[src/rtl/depq_pkg.sv]
// shared types, codes and read-out tree sizing for the double-ended priority queue
`timescale 1ns / 1ps

package depq_pkg;

    // operation codes carried in the input tuser
    typedef enum logic [1:0] {
        OP_INSERT = 2'd0,
        OP_POP_HI = 2'd1,
        OP_POP_LO = 2'd2
    } t_op;

    // status codes carried in the output tuser
    typedef enum logic [1:0] {
        ST_SERVED = 2'd0,
        ST_EMPTY  = 2'd1,
        ST_FULL   = 2'd2
    } t_status;

    // per-cycle command broadcast to every cell of the chain
    typedef struct packed {
        logic ins;
        logic pop_lo;
        logic pop_hi;
    } t_cell_ctl;

    // fan-in of one node of the read-out tree
    localparam int FAN_IN = 32;
    localparam int MAX_LVLS = 8;

    // number of nodes at tree level l (level 0 is the leaves)
    function automatic int level_count(input int n, input int l);
        int c;
        c = n;
        for (int i = 0; i < MAX_LVLS; i++) begin
            if (i < l) begin
                c = (c + FAN_IN - 1) / FAN_IN;
            end
        end
        return c;
    endfunction

    // levels needed to reduce n leaves to one root
    function automatic int tree_levels(input int n);
        int c;
        int lv;
        c  = n;
        lv = 0;
        for (int i = 0; i < MAX_LVLS; i++) begin
            if (c > 1) begin
                c  = (c + FAN_IN - 1) / FAN_IN;
                lv = lv + 1;
            end
        end
        return lv;
    endfunction

    // position of level l (from 1) in the flat node array
    function automatic int level_offset(input int n, input int l);
        int off;
        off = 0;
        for (int i = 1; i <= MAX_LVLS; i++) begin
            if (i < l) begin
                off = off + level_count(n, i);
            end
        end
        return off;
    endfunction

endpackage

[src/rtl/depq_cell.sv]
// one cell of the sorted chain: holds one entry and trades it with its neighbors
`timescale 1ns / 1ps

module depq_cell import depq_pkg::*; #(
    parameter int PRIORITY_BITS = 24,
    parameter int ID_BITS       = 24
) (
    input  logic                     i_clk,
    input  logic                     i_rst_n,
    input  t_cell_ctl                i_ctl,
    input  logic [PRIORITY_BITS-1:0] i_new_pri,
    input  logic [ID_BITS-1:0]       i_new_id,
    input  logic                     i_left_valid,
    input  logic                     i_left_gt,
    input  logic [PRIORITY_BITS-1:0] i_left_pri,
    input  logic [ID_BITS-1:0]       i_left_id,
    input  logic                     i_right_valid,
    input  logic [PRIORITY_BITS-1:0] i_right_pri,
    input  logic [ID_BITS-1:0]       i_right_id,
    output logic                     o_valid,
    output logic                     o_gt,
    output logic                     o_top,
    output logic [PRIORITY_BITS-1:0] o_pri,
    output logic [ID_BITS-1:0]       o_id
);

    logic                     r_valid;
    logic [PRIORITY_BITS-1:0] r_pri;
    logic [ID_BITS-1:0]       r_id;
    logic                     n_valid;
    logic [PRIORITY_BITS-1:0] n_pri;
    logic [ID_BITS-1:0]       n_id;

    // strictly greater keeps ties in insertion order
    assign o_gt    = r_valid && (r_pri > i_new_pri);
    assign o_top   = r_valid && !i_right_valid;
    assign o_valid = r_valid;
    assign o_pri   = r_pri;
    assign o_id    = r_id;

    always_comb begin
        n_valid = r_valid;
        n_pri   = r_pri;
        n_id    = r_id;
        if (i_ctl.ins) begin
            if (i_left_gt) begin
                // make room: shift up from the lower neighbor
                n_pri = i_left_pri;
                n_id  = i_left_id;
            end else if ((o_gt || !r_valid) && i_left_valid) begin
                n_pri = i_new_pri;
                n_id  = i_new_id;
            end
            n_valid = r_valid || i_left_valid;
        end else if (i_ctl.pop_lo) begin
            n_pri   = i_right_pri;
            n_id    = i_right_id;
            n_valid = i_right_valid;
        end else if (i_ctl.pop_hi) begin
            n_valid = r_valid && i_right_valid;
        end
    end

    always_ff @(posedge i_clk) begin
        if (!i_rst_n) begin
            r_valid <= 1'b0;
        end else begin
            r_valid <= n_valid;
        end
    end

    always_ff @(posedge i_clk) begin
        r_pri <= n_pri;
        r_id  <= n_id;
    end

endmodule

[config.mk]
export PLATFORM = sky130hd
export DESIGN_NAME = depq_cell
export DESIGN_NICKNAME = d
export VERILOG_FILES = /design/src/rtl/depq_pkg.sv /design/src/rtl/depq_cell.sv
export SDC_FILE = /design/constraint.sdc
export NUM_CORES = 1
export LEC_CHECK = 0
export ABC_AREA = 0
export ABC_CLOCK_PERIOD_IN_PS = 5300
export BUFFER_PORTS_ARGS = -buffer_cell sky130_fd_sc_hd__buf_4
export CAP_MARGIN = 20
export CORE_MARGIN = 8
export CORE_UTILIZATION = 43
export CTS_CLUSTER_SIZE = 28
export DETAILED_ROUTE_END_ITERATION = 10
export PLACE_DENSITY = 0.81
export SYNTH_ARGS = -nofsm -noshare
export SYNTH_HDL_FRONTEND = slang
export SYNTH_SLANG_ARGS = --single-unit
[constraint.sdc]
create_clock -name i_clk -period 5.3 [get_ports i_clk]
set_input_delay 0 -clock i_clk [delete_from_list [all_inputs] [get_ports i_clk]]
set_output_delay 0 -clock i_clk [all_outputs]
set_load 0.1 [all_outputs]
### After elaboration in Yosys (flattened, before gate mapping)

Cells that the tools add are included.

* logic and storage cells: 27
* register bits after elaboration: 49
* bits of input ports: 152
* bits in read-only memories: 0
* memories kept: 0
* latch bits: 0
* memory bits (writable): 0

* divide/modulo/power cells: 0
* add/sub/neg operators: 0
* reduce and logical (&&, ||, !) cells: 11
* $lt $le $gt $ge: 1
* shifts and indexed selects: 0
* $mul: 0
* bitwise operators: 0
* equality and inequality tests: 1
* multiplexer cells: 11

Operator list (count)
* 24-bit two-way mux: 8
* 24-bit > comparator: 1
* 1-bit logical AND: 4
* 1-bit two-way mux: 3
* 3-bit by 1-bit != test with 1-bit output (second input constant): 1
* 3-bit nonzero test: 1
* 1-bit logical NOT: 2
* 1-bit logical OR: 2
* 2-bit AND reduction: 1
* 2-bit nonzero test: 1

### Logic depth before layout (Yosys ltp)

* depth in word-level cells: 7
* gate-level depth with buffers: 8
* gate-level depth less buffers: 8

### Worst setup path after synthesis

No wires, ideal clock.

* kind: register -> register
* start point: register r_pri[23], in the netlist o_pri[23]
* end point: register r_id[0], in the netlist o_id[0], enable pin
* stages on the path, launching flop included: 8
* slack: 0.114 ns
* data arrival time: 4.703 ns
* clock period less this slack: 5.186 ns
* path through: edfxtp_1 ha_1 nand4_2 nor4_2 nand3_1 a21oi_1 o31ai_1 a31oi_1

* word-level cells in the longest chain between the ends: 6

Ends and longest elaborated chain
* from (decl): RTL line depq_cell.sv:28 `logic [PRIORITY_BITS-1:0] r_pri;`
* from (signal assigned): RTL line depq_cell.sv:73 `r_pri <= n_pri;`
* 24-bit > comparator: RTL line depq_cell.sv:35 `assign o_gt = r_valid && (r_pri > i_new_pri);`
* 1-bit logical AND: RTL line depq_cell.sv:35
* 1-bit logical OR: RTL line depq_cell.sv:50 `end else if ((o_gt || !r_valid) && i_left_valid) begin`
* 1-bit logical AND: RTL line depq_cell.sv:50
* 3-bit by 1-bit != test with 1-bit output (no source line)
* 2-bit AND reduction (no source line)
* to (signal assigned): RTL line depq_cell.sv:74 `r_id <= n_id;`
* to (decl): RTL line depq_cell.sv:29 `logic [ID_BITS-1:0] r_id;`

Every way passes these cells.
A chain may end at the register's enable or synchronous reset.

### Final worst setup path

* start point: register r_pri[10], in the netlist o_pri[10]
* end point: register r_id[8], in the netlist o_id[8], enable pin

Same word-level chain as after synthesis.

==> results_tabular.tex <==
\begin{tabular}{lr}
\hline
Metric & Value \\
\hline
\multicolumn{2}{l}{\textbf{Die}} \\
CORE AREA & 7140 sq um \\
Boundary Pins & 203 \\
\# rows & 31 \\
Die area & 10200 sq um \\
Die Y-Extent & 101 um \\
Initial Util & 43.7\% \\
Die Width & 101 um \\
\multicolumn{2}{l}{\textbf{Place}} \\
Pre-CTS worst setup slack & 2.51 ns \\
Routability cong. & 0.769 \\
Number of cells after detailed placement & 593 \\
Placement Cell Area & 4720 sq um \\
IO Port Bufs & 202 \\
Dpl hpwl & 8.24 mm \\
\multicolumn{2}{l}{\textbf{Clock network}} \\
Number of buffers created by CTS & 5 \\
Clock buffer depth & 2 \\
CTS tree & done \\
Clock-pin slew on the worst setup and hold paths & 0.09 ns \\
Post-CTS Setup Bufs & 0 \\
Clock sink total & 49 \\
CTS H-tree depth & 2 \\
Clock tree root buffer cell & sky130\_fd\_sc\_hd\_\_clkbuf\_8 \\
Clock Latency Late Sink & 0.29 ns \\
\multicolumn{2}{l}{\textbf{Layout}} \\
Most common cell after layout, fill and taps aside & sky130\_fd\_sc\_hd\_\_buf\_4 \\
Ant diodes & 0 \\
Final instance area & 4810 sq um \\
Signed area change from the synthesized netlist to the final layout & 54.3\% \\
Final-layout fill cell count & 600 \\
Count of nets after finishing & 678 \\
Most used cells in the layout excluding fill and tap cells & 204 x sky130\_fd\_sc\_hd\_\_buf\_4, 59 x sky130\_fd\_sc\_hd\_\_a21oi\_1, 55 x sky130\_fd\_sc\_hd\_\_nor2\_1 \\
Non-filler instance count after layout & 602 \\
Share of final-layout standard cells stronger than drive strength 1 & 42.7\% \\
\multicolumn{2}{l}{\textbf{Global routing}} \\
GRT Residual Overflow & 0 \\
Number of antenna violations at the first check in global routing & 0 \\
Vias in the first global route & 3168 \\
Tot GR Track Use & 18.5\% \\
Global-route wire length before repair & 14.9 mm \\
Pin count of the biggest net entering global routing & 100 \\
\multicolumn{2}{l}{\textbf{Timing}} \\
Count of pins over their slew limit & 0 \\
Final WS setup & 2.48 ns \\
Worst max-slew margin expressed relative to the limit & 37.4\% \\
Setup clock skew after layout & 0.00382 ns \\
Period minus WS final & 2.82 ns \\
Total setup violations reported at the end of the flow & 0 \\
Max Fclk & 355 MHz \\
Post-route fraction of the period consumed by the critical path & 53.2\% \\
Setup tns final & 0 ns \\
Worst-margin pin slew & 0.939 ns \\
Final hold viol count & 0 \\
Setup repair after global routing missed its margin & no \\
\multicolumn{2}{l}{\textbf{Route}} \\
Vias per Instance & 4.96 \\
Count of antenna-violating nets left after detailed routing & 0 \\
Initial DRC count & 77 \\
Drt drc & 0 \\
DR pass1 iterations & 4 \\
Total vias in the final route & 2987 \\
Final routed wirelength across all metal layers & 10.0 mm \\
Final routed wire length divided by cell count & 16.7 um \\
\multicolumn{2}{l}{\textbf{Worst setup path}} \\
Crit path to & o\_id[8] \\
Endpoint of the lowest-slack register-to-register path & o\_id[8] \\
Critical path startpoint & o\_pri[10] \\
Required time of the critical path & 5.28 ns \\
Endpoint kind of the worst setup timing path & flip-flop \\
Register-to-register setup slack & 2.48 ns \\
Source of the worst register-to-register timing path & o\_pri[10] \\
Setup Crit Path Kind & flip-flop to flip-flop \\
FF-to-FF path depth & 7 \\
Critical Path Fanout Max & 48 \\
Data arrival time of the critical path & 2.79 ns \\
CP startpoint kind & flip-flop \\
\multicolumn{2}{l}{\textbf{Power and ir drop}} \\
Worst voltage drop across the vdd grid & 0.000129 V \\
Leakage power & 0.00236 uW \\
Power density over cell area & 269 nW/um\^{}2 \\
\multicolumn{2}{l}{\textbf{Synthesis}} \\
Post-synthesis cell type count & 32 \\
Synth Net Count & 483 \\
Top area cells in the synthesized netlist & sky130\_fd\_sc\_hd\_\_edfxtp\_1 46\%, sky130\_fd\_sc\_hd\_\_mux2i\_1 15\%, sky130\_fd\_sc\_hd\_\_ha\_1 9.6\%, sky130\_fd\_sc\_hd\_\_a21oi\_1 9.5\%, sky130\_fd\_sc\_hd\_\_nor2\_1 6.6\% \\
Biggest area consumer among synthesized cells & sky130\_fd\_sc\_hd\_\_edfxtp\_1 \\
Synth Register Bits & 49 \\
Share of synthesized area occupied by flip-flops and latches & 46.9\% \\
Yosys warning count & 0 \\
Instance count of the mapped netlist & 307 \\
Average footprint of a synthesized cell & 10.2 sq um \\
Post-Synthesis Cell Area & 3120 sq um \\
Top cell type's share of synthesized area & 46.2\% \\
\multicolumn{2}{l}{\textbf{Outcome}} \\
Status & finished, final reports clean \\
\multicolumn{2}{l}{\textbf{Hold path}} \\
Class of the most critical hold timing path & input port to flip-flop \\
\multicolumn{2}{l}{\textbf{Job}} \\
\# Max-Cap Violations & 0 \\
\hline
\end{tabular}
==> area by class of cell <==
cell class                 count  area, sq um  area share [%]
sequential                    49         1460            30.4
tap                           99          124            2.58
timing repair buffer         205         1540            32.0
multi-input combinational    215         1500            31.3
inverter                      26         97.6            2.03
clock inverter                 3         12.5           0.260
clock buffer                   5         68.8            1.43
==> flip-flops by register name (all words and copies together), names as in the netlist <==
| name | count |
|---|---|
| o_valid | 1 |
| o_id | 24 |
| o_pri | 24 |
==> where the power goes <==
part | leakage [uW] | switching, uW | internal [uW]
Combinational | 0.00184 | 413 | 179
Sequential | 0.000479 | 16.3 | 475
Clock | 0.0000430 | 119 | 89.2
Total | 0.00236 | 548 | 744
==> repair_timing <==
| item | in CTS | in global routing |
|---|---|---|
| hold buffers | 1 | 0 |
| gates resized for setup | 0 | 0 |
| endpoints found under the hold margin | 1 | 0 |
==> critical path, cell delays in order (launching register included) <==
cell	delay [ns]
sky130_fd_sc_hd__edfxtp_1	0.41
sky130_fd_sc_hd__ha_1	0.31
sky130_fd_sc_hd__and3_1	0.21
sky130_fd_sc_hd__a221o_1	0.35
sky130_fd_sc_hd__a22o_1	0.22
sky130_fd_sc_hd__o31ai_1	0.47
sky130_fd_sc_hd__a31oi_4	0.14
sky130_fd_sc_hd__buf_4	0.37
==> cells in the mapped netlist <==
cell and number:
sky130_fd_sc_hd__a22o_1 1, sky130_fd_sc_hd__ha_1 24, sky130_fd_sc_hd__a211oi_1 1, sky130_fd_sc_hd__o31ai_1 1
sky130_fd_sc_hd__dfxtp_1 1, sky130_fd_sc_hd__buf_1 3, sky130_fd_sc_hd__nor2b_1 1, sky130_fd_sc_hd__o221ai_1 1
sky130_fd_sc_hd__o211ai_1 1, sky130_fd_sc_hd__clkbuf_1 9, sky130_fd_sc_hd__o21ai_0 1, sky130_fd_sc_hd__a21o_1 2
sky130_fd_sc_hd__nand4_2 1, sky130_fd_sc_hd__nand3_1 2, sky130_fd_sc_hd__buf_2 5, sky130_fd_sc_hd__inv_1 25
sky130_fd_sc_hd__inv_2 1, sky130_fd_sc_hd__a21oi_1 59, sky130_fd_sc_hd__nand4_1 2, sky130_fd_sc_hd__nor2_1 55
sky130_fd_sc_hd__o21ai_1 1, sky130_fd_sc_hd__a221o_1 1, sky130_fd_sc_hd__nand2b_1 1, sky130_fd_sc_hd__edfxtp_1 48
sky130_fd_sc_hd__or3_1 1, sky130_fd_sc_hd__a31oi_1 1, sky130_fd_sc_hd__o22ai_1 2, sky130_fd_sc_hd__nand2_1 5
sky130_fd_sc_hd__mux2i_1 48, sky130_fd_sc_hd__nand4_4 1, sky130_fd_sc_hd__nor4_2 1, sky130_fd_sc_hd__and3_1 1
==> cells by family (layout without fill, tap and decap cells) <==
kind of cell / count (synthesis) / count (layout) / share of synthesized area, %
fa+ha+maj: 24 / 24 / 9.63
mux: 48 / 48 / 15.4
simple gates: 71 / 71 / 10.2
compound gates: 72 / 72 / 12.5
buf+inv: 43 / 239 / 5.38
flops: 49 / 49 / 46.9
==> per-layer routing <==
metal / vias up / GRT usage (%) / part of all wire (%)
met3: 16 / 7.63 / 9.7
met4: 0 / 6.53 / 2.4
met1: 1344 / 18.0 / 35
met2: 130 / 34.2 / 53
li1: 1497 / - / -
met5: - / 0 / 0
==> worst min path at each step <==
stage,start,endpoint,slack (ns),depth (start not counted)
6_report,i_right_id[20],o_id[20],0.03,3
5_1_grt,i_right_id[14],o_id[14],0.03,3
4_1_cts,i_right_id[14],o_id[14],0.02,3
3_5_place_dp,i_rst_n,o_valid,0.28,3
3_3_place_gp,i_rst_n,o_valid,0.26,3
2_1_floorplan,i_rst_n,o_valid,0.14,2
==> stage by stage <==
stage                     power [uW]  utilization, %  hold slack [ns]
final                           1290            67.4           0.0288
after global routing            1340            67.4           0.0291
after detailed placement        1100            66.1            0.275
after global placement          1080            66.1            0.260
after CTS                       1300            67.4           0.0203
after floorplan                  908               -            0.142
Note: power is estimated with default switching activity, not from simulation.
